## src/gcl_pkg.sv

```systemverilog
package gcl_pkg;

  typedef enum logic [2:0] {
    ST_IDLE,
    ST_GCD,
    ST_DIV,
    ST_MUL,
    ST_OUT
  } state_e;

  // sequencer to datapath
  typedef struct packed {
    state_e phase;
    logic   load;
  } ctrl_t;

  // datapath to sequencer
  typedef struct packed {
    logic op_zero;
    logic gcd_done;
  } status_t;

endpackage

```

## src/gcl_dp.sv

```systemverilog
module gcl_dp #(
  parameter int W = 32
) (
  input  logic              clk_i,
  input  logic [31:0]       operand_a_i,
  input  logic [31:0]       operand_b_i,
  input  gcl_pkg::ctrl_t    ctrl_i,
  output gcl_pkg::status_t  status_o,
  output logic [W-1:0]      gcd_o,
  output logic [2*W-1:0]    prod_o,
  output logic              err_o
);

  localparam int KW = $clog2(W);

  logic [W-1:0]  a_m, b_m;
  logic [W-1:0]  x_q, x_d, y_q, y_d;
  logic [KW-1:0] k_q, k_d;
  logic [W-1:0]  q_q, q_d, b_q, b_d, r_q, r_d, hi_q, hi_d;
  logic          err_q, err_d;

  // shared adder
  logic [W:0]    add_p, add_q, add_s;
  logic          add_c;
  logic [W:0]    part;

  assign a_m = operand_a_i[W-1:0];
  assign b_m = operand_b_i[W-1:0];

  assign part  = {r_q, q_q[W-1]};
  assign add_s = add_p + add_q + {{W{1'b0}}, add_c};

  always_comb begin
    add_p = '0;
    add_q = '0;
    add_c = 1'b0;
    case (ctrl_i.phase)
      gcl_pkg::ST_GCD: begin
        add_p = {1'b0, y_q};
        add_q = ~{1'b0, x_q};
        add_c = 1'b1;
      end
      gcl_pkg::ST_DIV: begin
        add_p = part;
        add_q = ~{1'b0, x_q};
        add_c = 1'b1;
      end
      gcl_pkg::ST_MUL: begin
        add_p = {1'b0, hi_q};
        add_q = q_q[0] ? {1'b0, b_q} : '0;
        add_c = 1'b0;
      end
      default: begin
        add_p = '0;
      end
    endcase
  end

  always_comb begin
    x_d   = x_q;
    y_d   = y_q;
    k_d   = k_q;
    q_d   = q_q;
    b_d   = b_q;
    r_d   = r_q;
    hi_d  = hi_q;
    err_d = err_q;
    if (ctrl_i.load) begin
      x_d   = a_m;
      y_d   = b_m;
      k_d   = '0;
      q_d   = a_m;
      b_d   = b_m;
      r_d   = '0;
      hi_d  = '0;
      err_d = status_o.op_zero;
    end else begin
      case (ctrl_i.phase)
        gcl_pkg::ST_GCD: begin
          if (y_q == '0) begin
            if (k_q != '0) begin
              x_d = {x_q[W-2:0], 1'b0};
              k_d = k_q - 1'b1;
            end
          end else if (!x_q[0] && !y_q[0]) begin
            x_d = {1'b0, x_q[W-1:1]};
            y_d = {1'b0, y_q[W-1:1]};
            k_d = k_q + 1'b1;
          end else if (!x_q[0]) begin
            x_d = {1'b0, x_q[W-1:1]};
          end else if (!y_q[0]) begin
            y_d = {1'b0, y_q[W-1:1]};
          end else if (add_s[W]) begin
            x_d = y_q;
            y_d = x_q;
          end else begin
            y_d = add_s[W-1:0];
          end
        end
        gcl_pkg::ST_DIV: begin
          r_d = add_s[W] ? part[W-1:0] : add_s[W-1:0];
          q_d = {q_q[W-2:0], ~add_s[W]};
        end
        gcl_pkg::ST_MUL: begin
          hi_d = add_s[W:1];
          q_d  = {add_s[0], q_q[W-1:1]};
        end
        default: begin
          x_d = x_q;
        end
      endcase
    end
  end

  always_ff @(posedge clk_i) begin
    x_q   <= x_d;
    y_q   <= y_d;
    k_q   <= k_d;
    q_q   <= q_d;
    b_q   <= b_d;
    r_q   <= r_d;
    hi_q  <= hi_d;
    err_q <= err_d;
  end

  assign status_o.op_zero  = (a_m == '0) || (b_m == '0);
  assign status_o.gcd_done = (y_q == '0) && (k_q == '0);
  assign gcd_o  = x_q;
  assign prod_o = {hi_q, q_q};
  assign err_o  = err_q;

endmodule

```

## src/gcl_ctrl.sv

```systemverilog
module gcl_ctrl #(
  parameter int W = 32
) (
  input  logic             clk_i,
  input  logic             rst_ni,
  input  logic             in_valid_i,
  input  logic             out_free_i,
  input  gcl_pkg::status_t status_i,
  output gcl_pkg::ctrl_t   ctrl_o,
  output logic             busy_o,
  output logic             out_load_o
);

  localparam int CW = $clog2(W);

  gcl_pkg::state_e state_q, state_d;
  logic [CW-1:0]   cnt_q, cnt_d;
  logic            cnt_last;

  assign cnt_last = (cnt_q == CW'(W - 1));

  always_comb begin
    state_d = state_q;
    case (state_q)
      gcl_pkg::ST_IDLE: begin
        if (in_valid_i) begin
          state_d = status_i.op_zero ? gcl_pkg::ST_OUT : gcl_pkg::ST_GCD;
        end
      end
      gcl_pkg::ST_GCD: begin
        if (status_i.gcd_done) begin
          state_d = gcl_pkg::ST_DIV;
        end
      end
      gcl_pkg::ST_DIV: begin
        if (cnt_last) begin
          state_d = gcl_pkg::ST_MUL;
        end
      end
      gcl_pkg::ST_MUL: begin
        if (cnt_last) begin
          state_d = gcl_pkg::ST_OUT;
        end
      end
      gcl_pkg::ST_OUT: begin
        if (out_free_i) begin
          state_d = gcl_pkg::ST_IDLE;
        end
      end
      default: begin
        state_d = gcl_pkg::ST_IDLE;
      end
    endcase
  end

  always_comb begin
    cnt_d        = cnt_q;
    ctrl_o.phase = state_q;
    ctrl_o.load  = 1'b0;
    busy_o       = 1'b1;
    out_load_o   = 1'b0;
    case (state_q)
      gcl_pkg::ST_IDLE: begin
        busy_o      = 1'b0;
        ctrl_o.load = in_valid_i;
        cnt_d       = '0;
      end
      gcl_pkg::ST_DIV, gcl_pkg::ST_MUL: begin
        cnt_d = cnt_last ? '0 : cnt_q + 1'b1;
      end
      gcl_pkg::ST_OUT: begin
        out_load_o = out_free_i;
      end
      default: begin
        cnt_d = cnt_q;
      end
    endcase
  end

  always_ff @(posedge clk_i or negedge rst_ni) begin
    if (!rst_ni) begin
      state_q <= gcl_pkg::ST_IDLE;
      cnt_q   <= '0;
    end else begin
      state_q <= state_d;
      cnt_q   <= cnt_d;
    end
  end

endmodule

```

## src/gcd_lcm_unit.sv

```systemverilog
// gcd_lcm_unit: greatest common divisor and least common multiple of two
// unsigned operands, of which the low OPERAND_WIDTH bits are used.
// Input channel: in_valid_i / in_stall_o with operand_a_i and operand_b_i.
// Output channel: out_valid_o / out_stall_i with divisor_out_o,
// multiple_out_o and error_flag_o. A transfer happens on a clock edge where
// valid is high and stall is low.
// One item at a time: in_stall_o stays high from the cycle after an item is
// taken until its result is moved into the output register. An item takes
// a binary gcd pass on the shared adder, then a restoring divide (a / gcd)
// and a shift-add multiply by b on the same adder, then a handoff state that
// moves the result into the output register.
// A zero operand skips all of that: the sequencer goes straight to the
// handoff, and the result (error flag, zero values) is moved into the
// output register as soon as that register is free.
// A finished result waits in the output register while out_stall_i is high;
// the next item is taken meanwhile and held at the end of its work until
// the register frees. Reset clears the sequencer and the output valid.
module gcd_lcm_unit #(
  parameter int OPERAND_WIDTH = 32
) (
  input  logic        clk_i,
  input  logic        rst_ni,
  input  logic        in_valid_i,
  output logic        in_stall_o,
  input  logic [31:0] operand_a_i,
  input  logic [31:0] operand_b_i,
  output logic        out_valid_o,
  input  logic        out_stall_i,
  output logic [31:0] divisor_out_o,
  output logic [63:0] multiple_out_o,
  output logic        error_flag_o
);

  localparam int W = OPERAND_WIDTH;

  gcl_pkg::ctrl_t   ctrl;
  gcl_pkg::status_t status;
  logic             busy, out_load, out_free, err;
  logic [W-1:0]     gcd;
  logic [2*W-1:0]   prod;

  logic             out_valid_q, out_valid_d;
  logic [31:0]      div_q;
  logic [63:0]      mul_q;
  logic             err_q;

  gcl_ctrl #(
    .W (W)
  ) u_ctrl (
    .clk_i      (clk_i),
    .rst_ni     (rst_ni),
    .in_valid_i (in_valid_i),
    .out_free_i (out_free),
    .status_i   (status),
    .ctrl_o     (ctrl),
    .busy_o     (busy),
    .out_load_o (out_load)
  );

  gcl_dp #(
    .W (W)
  ) u_dp (
    .clk_i       (clk_i),
    .operand_a_i (operand_a_i),
    .operand_b_i (operand_b_i),
    .ctrl_i      (ctrl),
    .status_o    (status),
    .gcd_o       (gcd),
    .prod_o      (prod),
    .err_o       (err)
  );

  assign out_free = !out_valid_q || !out_stall_i;

  always_comb begin
    out_valid_d = out_valid_q;
    if (out_load) begin
      out_valid_d = 1'b1;
    end else if (!out_stall_i) begin
      out_valid_d = 1'b0;
    end
  end

  always_ff @(posedge clk_i or negedge rst_ni) begin
    if (!rst_ni) begin
      out_valid_q <= 1'b0;
    end else begin
      out_valid_q <= out_valid_d;
    end
  end

  always_ff @(posedge clk_i) begin
    if (out_load) begin
      div_q <= err ? '0 : 32'(gcd);
      mul_q <= err ? '0 : 64'(prod);
      err_q <= err;
    end
  end

  assign in_stall_o     = busy;
  assign out_valid_o    = out_valid_q;
  assign divisor_out_o  = div_q;
  assign multiple_out_o = mul_q;
  assign error_flag_o   = err_q;

endmodule

```

## config.mk

```make
export PLATFORM = sky130hd
export DESIGN_NAME = gcd_lcm_unit
export DESIGN_NICKNAME = d
export VERILOG_FILES = /design/src/gcl_pkg.sv /design/src/gcl_dp.sv /design/src/gcl_ctrl.sv /design/src/gcd_lcm_unit.sv
export SDC_FILE = /design/constraint.sdc
export NUM_CORES = 1
export LEC_CHECK = 0
export BUFFER_PORTS_ARGS = -buffer_cell sky130_fd_sc_hd__buf_2
export CORE_ASPECT_RATIO = 0.7
export CORE_MARGIN = 2
export CORE_UTILIZATION = 40
export CTS_BUF_LIST = sky130_fd_sc_hd__clkbuf_4
export DETAILED_ROUTE_END_ITERATION = 16
export GPL_ROUTABILITY_DRIVEN = 0
export HOLD_SLACK_MARGIN = 0.03
export PLACE_DENSITY_LB_ADDON = 0.1
export SLEW_MARGIN = 25
export SYNTH_ARGS = -nofsm -noshare
export SYNTH_HDL_FRONTEND = slang
export SYNTH_SLANG_ARGS = --single-unit
```

## constraint.sdc

```tcl
create_clock -name clk_i -period 15.6 [get_ports clk_i]
set_input_delay 0.78 -clock clk_i [delete_from_list [all_inputs] [get_ports clk_i]]
set_output_delay 0.78 -clock clk_i [all_outputs]
set_load 0.02 [all_outputs]
```

==> flow_summary_export.csv, run 1 <==
group,metric,value,unit
run_status,status,"complete, no violations",
layout,area_growth_syn_to_layout,14.41,%
logic_synthesis,yosysWarnings,0,
logic_synthesis,yosysTopAreaCell,"edfxtp_1",
clocking,postCtsSetupRepairBufs,0,
clocking,ctsResizeCount,0,
grt,antenna_found_initial,3,
sta,fmaxAchievable,151.9,MHz
detailed_routing,drc,0,
sta,drv_slew,0,
die,coreArea,0.04080,sq mm
logic_synthesis,synth_edf_count,226,
sta,fin_tns_setup,0,ns
detailed_routing,via_per_inst,5.711,
layout,postLayoutCoreUtil,0.4609,
clocking,ctsHoldBuffers,1,
layout,layout-drive-gt1-share,0.2072,
grt,globalRouteTotalUtil,0.2490,
sta,rsz0062_at_grt,"false",
grt,grt_pass1_vias,13090,
die,start_util,0.4029,
critical_path,critical_path_class,"register to register",
layout,finish.instance_area,0.01881,sq mm
grt,grt_max_degree,123,
logic_synthesis,yosysUniqueCellTypes,76,
run,maxCapViolCount,0,
critical_path,path_common_cell,"buf_4",
detailed_routing,postRouteAntennaNets,0,
sta,min_period_over_period,0.4221,
logic_synthesis,synthCells,1633,
clocking,cts_made_buffers,83,
critical_path,worstPathCellList,"buf_4 -> or3b_2 -> and2_1 -> buf_4 -> nor2_1 -> a21oi_1 -> fa_1 -> inv_1 -> fa_1 -> a211oi_1 -> o211ai_1 -> a2bb2oi_2 -> and4b_4 -> or3_1 -> and3_2 -> buf_4 -> mux2i_1 -> o21ai_0",
placement,post_dp_cell_area,0.01767,sq mm
die,dieArea,0.04276,sq mm
sta,max_slew_margin,0.3255,
sta,finalHoldViolCount,0,
logic_synthesis,synth_nets,1740,
detailed_routing,wire_per_inst,22.42,um
detailed_routing,drtPass1Iterations,6,
critical_path,cp.arrival,7.10,ns
detailed_routing,wl,53.87,mm
grt,gr-total-overflow,0,
layout,layout.nets,1896,
logic_synthesis,netlist_top_cells_count,"edfxtp_1, nand2_1, o21ai_0, a21oi_1, nor2_1",
critical_path,critPathCaptureType,"register",
placement,dpl.hpwl,36.98,mm
logic_synthesis,syn_area,0.01644,sq mm
detailed_routing,drt_iter0_drc,1245,
die,ios,167,
clocking,clock_sinks,304,
grt,grt_first_pass_wirelength,80.98,mm
clocking,htree_levels,3,
sta,min_period,6.584,ns
placement,place.port_buffers,166,
critical_path,cpPeakStageDelay,0.82,ns
clocking,ctsLongestPathBuffers,3,
clocking,insertion_delay,0.79,ns
logic_synthesis,synth_seq_area_share,0.5106,
logic_synthesis,synth.most_common_cell,"edfxtp_1",
logic_synthesis,synth_area_per_cell,10.07,sq um
sta,finClkSkew,0.03901,ns
logic_synthesis,yosys_register_bits,304,
clocking,root_buffer,"clkbuf_4",
logic_synthesis,ys.flop_type,"edfxtp_1",
detailed_routing,via_count,13720,
min_path,min_path_type,"primary input to register",
sta,worstMarginPinSlew,1.012,ns
clocking,cts_tree,"yes",
critical_path,slowest_stage,"and3_2",
critical_path,worstSetupStartpointType,"register",
logic_synthesis,synth_area_leaders,"edfxtp_1, dfxtp_1, mux2i_1",
die,row_count,62,
logic_synthesis,async_reset_ff_frac,0.02961,
die,die_w,246.3,um
sta,setup_violations,0,
die,die_y,173.6,um
critical_path,path_max_fanout,46,
critical_path,worst_ep_required_time,16.11,ns
clocking,path_clk_slew,0.07,ns
logic_synthesis,synth_top_area_share,0.4128,
==> path summary, 6_finish.rpt <==
check | from | depth (start not counted) | end | slack, ns
worst min register to register | u_dp.hi_q[10] | 2 | u_dp.hi_q[10] | 0.47
worst max-delay path | u_ctrl.state_q[0] | 18 | u_dp.y_q[10] | 9.02
min in group asynchronous | rst_ni | 2 | out_valid_o | 0.42
max in group asynchronous | rst_ni | 2 | u_ctrl.state_q[1] | 14.94
worst min-delay path | operand_b_i[12] | 1 | u_dp.b_q[12] | 0.20
worst max register to register | u_ctrl.state_q[0] | 18 | u_dp.y_q[10] | 9.02
==> placed cells by master (no fill, tap or decap), drive strengths merged, types with 33 or more instances in the layout <==
| cell type | synthesis | final |
|---|---|---|
| edfxtp | 226 | 226 |
| buf | 35 | 191 |
| o21ai | 175 | 175 |
| nand2 | 172 | 172 |
| a21oi | 165 | 165 |
| clkbuf | 86 | 129 |
| nor2 | 111 | 111 |
| mux2i | 105 | 105 |
| nor2b | 98 | 98 |
| dfxtp | 69 | 69 |
| ha | 36 | 36 |
| mux2 | 34 | 34 |
| a22oi | 33 | 33 |
==> through the flow <==
step	hold slack [ns]	instances	setup WS, ns
6_report	0.1991	2403	9.016
3_3_place_gp	0.4630	2246	9.360
2_1_floorplan	0.4389	1633	9.030
5_1_grt	0.1760	2403	8.661
4_1_cts	0.1411	2402	9.074
3_5_place_dp	0.4589	2247	9.112
==> critical path, delay by kind of cell, from the launching register on <==
family | cells | cell delay, ns
buf+inv | 4 | 1.47
simple gates | 6 | 2.38
compound gates | 5 | 1.09
mux | 1 | 0.25
fa+ha+maj | 2 | 0.72
flops | 1 | 0.33
==> registers in the layout (all words and copies together), names as in the netlist <==
| register | count |
|---|---|
| divisor_out_o | 32 |
| u_dp.b_q | 32 |
| u_dp.k_q | 5 |
| u_dp.err_o | 1 |
| u_dp.y_q | 32 |
| u_dp.r_q | 32 |
| u_dp.gcd_o | 32 |
| multiple_out_o | 64 |
| out_valid_o | 1 |
| u_ctrl.state_q | 3 |
| u_dp.q_q | 32 |
| u_ctrl.cnt_q | 5 |
| error_flag_o | 1 |
| u_dp.hi_q | 32 |
==> metal layers <==
| layer | wire, um | vias up | track usage |
|---|---|---|---|
| met3 | 4525 | 113 | 0.06440 |
| li1 | - | 6374 | - |
| met2 | 22350 | 604 | 0.3463 |
| met5 | 0 | - | 0 |
| met1 | 25520 | 6633 | 0.3731 |
| met4 | 1469 | 0 | 0.08283 |
==> logic make-up after synthesis <==
logic type | synth area share
xor+xnor | 0.01492
simple gates | 0.1538
flops | 0.5106
fa+ha+maj | 0.03105
buf+inv | 0.03631
mux | 0.08723
compound gates | 0.1661
==> final cells by class <==
class,count,area (sq um)
clock inverters,25,153.9
inverters,17,68.82
multi-input cells,1191,7503
clock buffers,129,968.4
repair buffers,192,1036
diodes,1,2.502
fillers,3986,22000
well taps,544,680.7
flip-flops and latches,304,8393
Power of run 1 is not shown: default switching activity piles up to over one toggle a cycle in this logic, so the estimate is an artifact.
==> inputs of run 2 (changes only) <==
- clock period: 15.6 -> 6 ns (I/O delays scaled with it)
==> flow_summary_export.csv, run 2 (synthesized netlist as in run 1, its figures left out) <==
group,metric,value,unit
die,die_y,173.6,um
sta,fin_tns_setup,0,ns
detailed_routing,drc,0,
layout,final_cell_mix,"edfxtp_1, nand2_1, o21ai_0",
sta,holdWs,0.1536,ns
sta,max_slew_margin,0.3725,
die,ios,167,
min_path,min_path_type,"primary input to register",
clocking,ctsResizeCount,0,
layout,final_common_cell,"edfxtp_1",
clocking,htree_levels,3,
critical_path,slowest_stage,"or3b_2",
placement,dpl.hpwl,37.84,mm
die,die_w,246.3,um
layout,layout.nets,1965,
grt,gr-total-overflow,0,
detailed_routing,via_per_inst,5.678,
layout,layout-drive-gt1-share,0.2000,
critical_path,crit_family,"simple AND/OR/NAND/NOR gates",
sta,finClkSkew,0.06053,ns
run_status,status,"complete, no violations",
grt,grt_pass1_vias,13400,
critical_path,cp.arrival,5.41,ns
critical_path,critPathBufInv,3,
detailed_routing,drtPass1Iterations,5,
critical_path,critical_path_class,"register to register",
critical_path,worst_ep_required_time,6.37,ns
clocking,root_buffer,"clkbuf_4",
grt,globalRouteTotalUtil,0.2547,
layout,area_growth_syn_to_layout,18.08,%
layout,postLayoutCoreUtil,0.4757,
sta,min_period_over_period,0.8411,
critical_path,critPathCaptureType,"register",
detailed_routing,drt_iter0_drc,1410,
clocking,path_clk_slew,0.06,ns
sta,rsz0062_at_grt,"false",
sta,min_period,5.046,ns
detailed_routing,wire_per_inst,22.39,um
detailed_routing,wl,55.18,mm
sta,setup_violations,0,
sta,final.setup.worst_slack,0.9537,ns
clocking,cts_made_buffers,80,
sta,drv_slew,0,
critical_path,cpPeakStageDelay,0.63,ns
detailed_routing,via_count,14000,
die,row_count,62,
sta,worstMarginPinSlew,0.9413,ns
critical_path,worstSetupStartpointType,"register",
run,maxCapViolCount,0,
placement,place_ws,1.023,ns
sta,finalHoldViolCount,0,
sta,fmaxAchievable,198.2,MHz
placement,place.port_buffers,166,
layout,largest_register_ffs,64,
die,dieArea,0.04276,sq mm
grt,antenna_found_initial,1,
clocking,clock_sinks,304,
clocking,cts_tree,"yes",
clocking,ctsLongestPathBuffers,3,
die,coreArea,0.04080,sq mm
grt,grt_max_degree,81,
critical_path,path_max_fanout,31,
grt,grt_first_pass_wirelength,83.02,mm
detailed_routing,postRouteAntennaNets,0,
critical_path,worstPathCellList,"or3b_2 -> and2_1 -> buf_4 -> nor2_1 -> a21oi_1 -> fa_1 -> inv_1 -> fa_1 -> a211oi_1 -> o211ai_1 -> a2bb2oi_2 -> and4b_4 -> or3_1 -> nand3_1 -> a21oi_1 -> o21ai_2 -> buf_4",
clocking,insertion_delay,0.78,ns
die,start_util,0.4029,
[run 2: changes by cell type in the layout (fill, tap and decap cells not counted), sizes merged]
cell	change
clkinv	-4
dlygate4sd3	+66
clkinvlp	+1
clkbuf	-7
bufinv	-2
inv	+2
buf	+6
[run 2: final timing paths]
check / to / depth (start not counted) / startpoint / slack (ns)
max: u_dp.gcd_o[26] / 17 / u_ctrl.state_q[1] / 0.95
min: u_ctrl.state_q[1] / 4 / in_valid_i / 0.15
max reg2reg: u_dp.gcd_o[26] / 17 / u_ctrl.state_q[1] / 0.95
min reg2reg: u_dp.hi_q[10] / 2 / u_dp.hi_q[10] / 0.47
max in group asynchronous: u_ctrl.state_q[0] / 3 / rst_ni / 5.03
min in group asynchronous: u_ctrl.cnt_q[0] / 3 / rst_ni / 0.61
[run 2: per-layer routing]
metal	global-route usage	share of wire	vias to the layer above
met5	0	0	-
met4	0.07103	0.022	0
met3	0.05201	0.078	80
met2	0.3681	0.43	636
met1	0.3843	0.47	6779
li1	-	-	6501
[run 2: cell type report]
class / instances / area [sq um]
clock buffer: 122 / 915.9
antenna: 1 / 2.502
tap: 544 / 680.7
timing repair buffer: 264 / 1759
fill: 3973 / 21390
clock inverter: 22 / 92.59
sequential: 304 / 8393
inverter: 17 / 68.82
multi-input combinational: 1191 / 7498
[run 2: timing repair]
action                    in CTS  in global routing
hold endpoints to repair     153                  0
buffers inserted               0                  0
hold buffers                  67                  0
[run 2: worst reg2reg max path: stages, from the launching register on]
cell       delay [ns]
dfrtp_1          0.60
or3b_2           0.63
and2_1           0.22
buf_4            0.19
nor2_1           0.10
a21oi_1          0.06
fa_1             0.42
inv_1            0.10
fa_1             0.24
a211oi_1         0.11
o211ai_1         0.27
a2bb2oi_2        0.18
and4b_4          0.26
or3_1            0.46
nand3_1          0.16
a21oi_1          0.10
o21ai_2          0.14
buf_4            0.42
[run 2: metrics by stage]
stage / instances / cell area, sq um
floorplan: 1633 / 16440
global placement: 2253 / 17730
detailed placement: 2253 / 17730
CTS: 2464 / 19410
global route: 2465 / 19410
finish: 2465 / 19410
Power of run 2 is left out for the same reason.
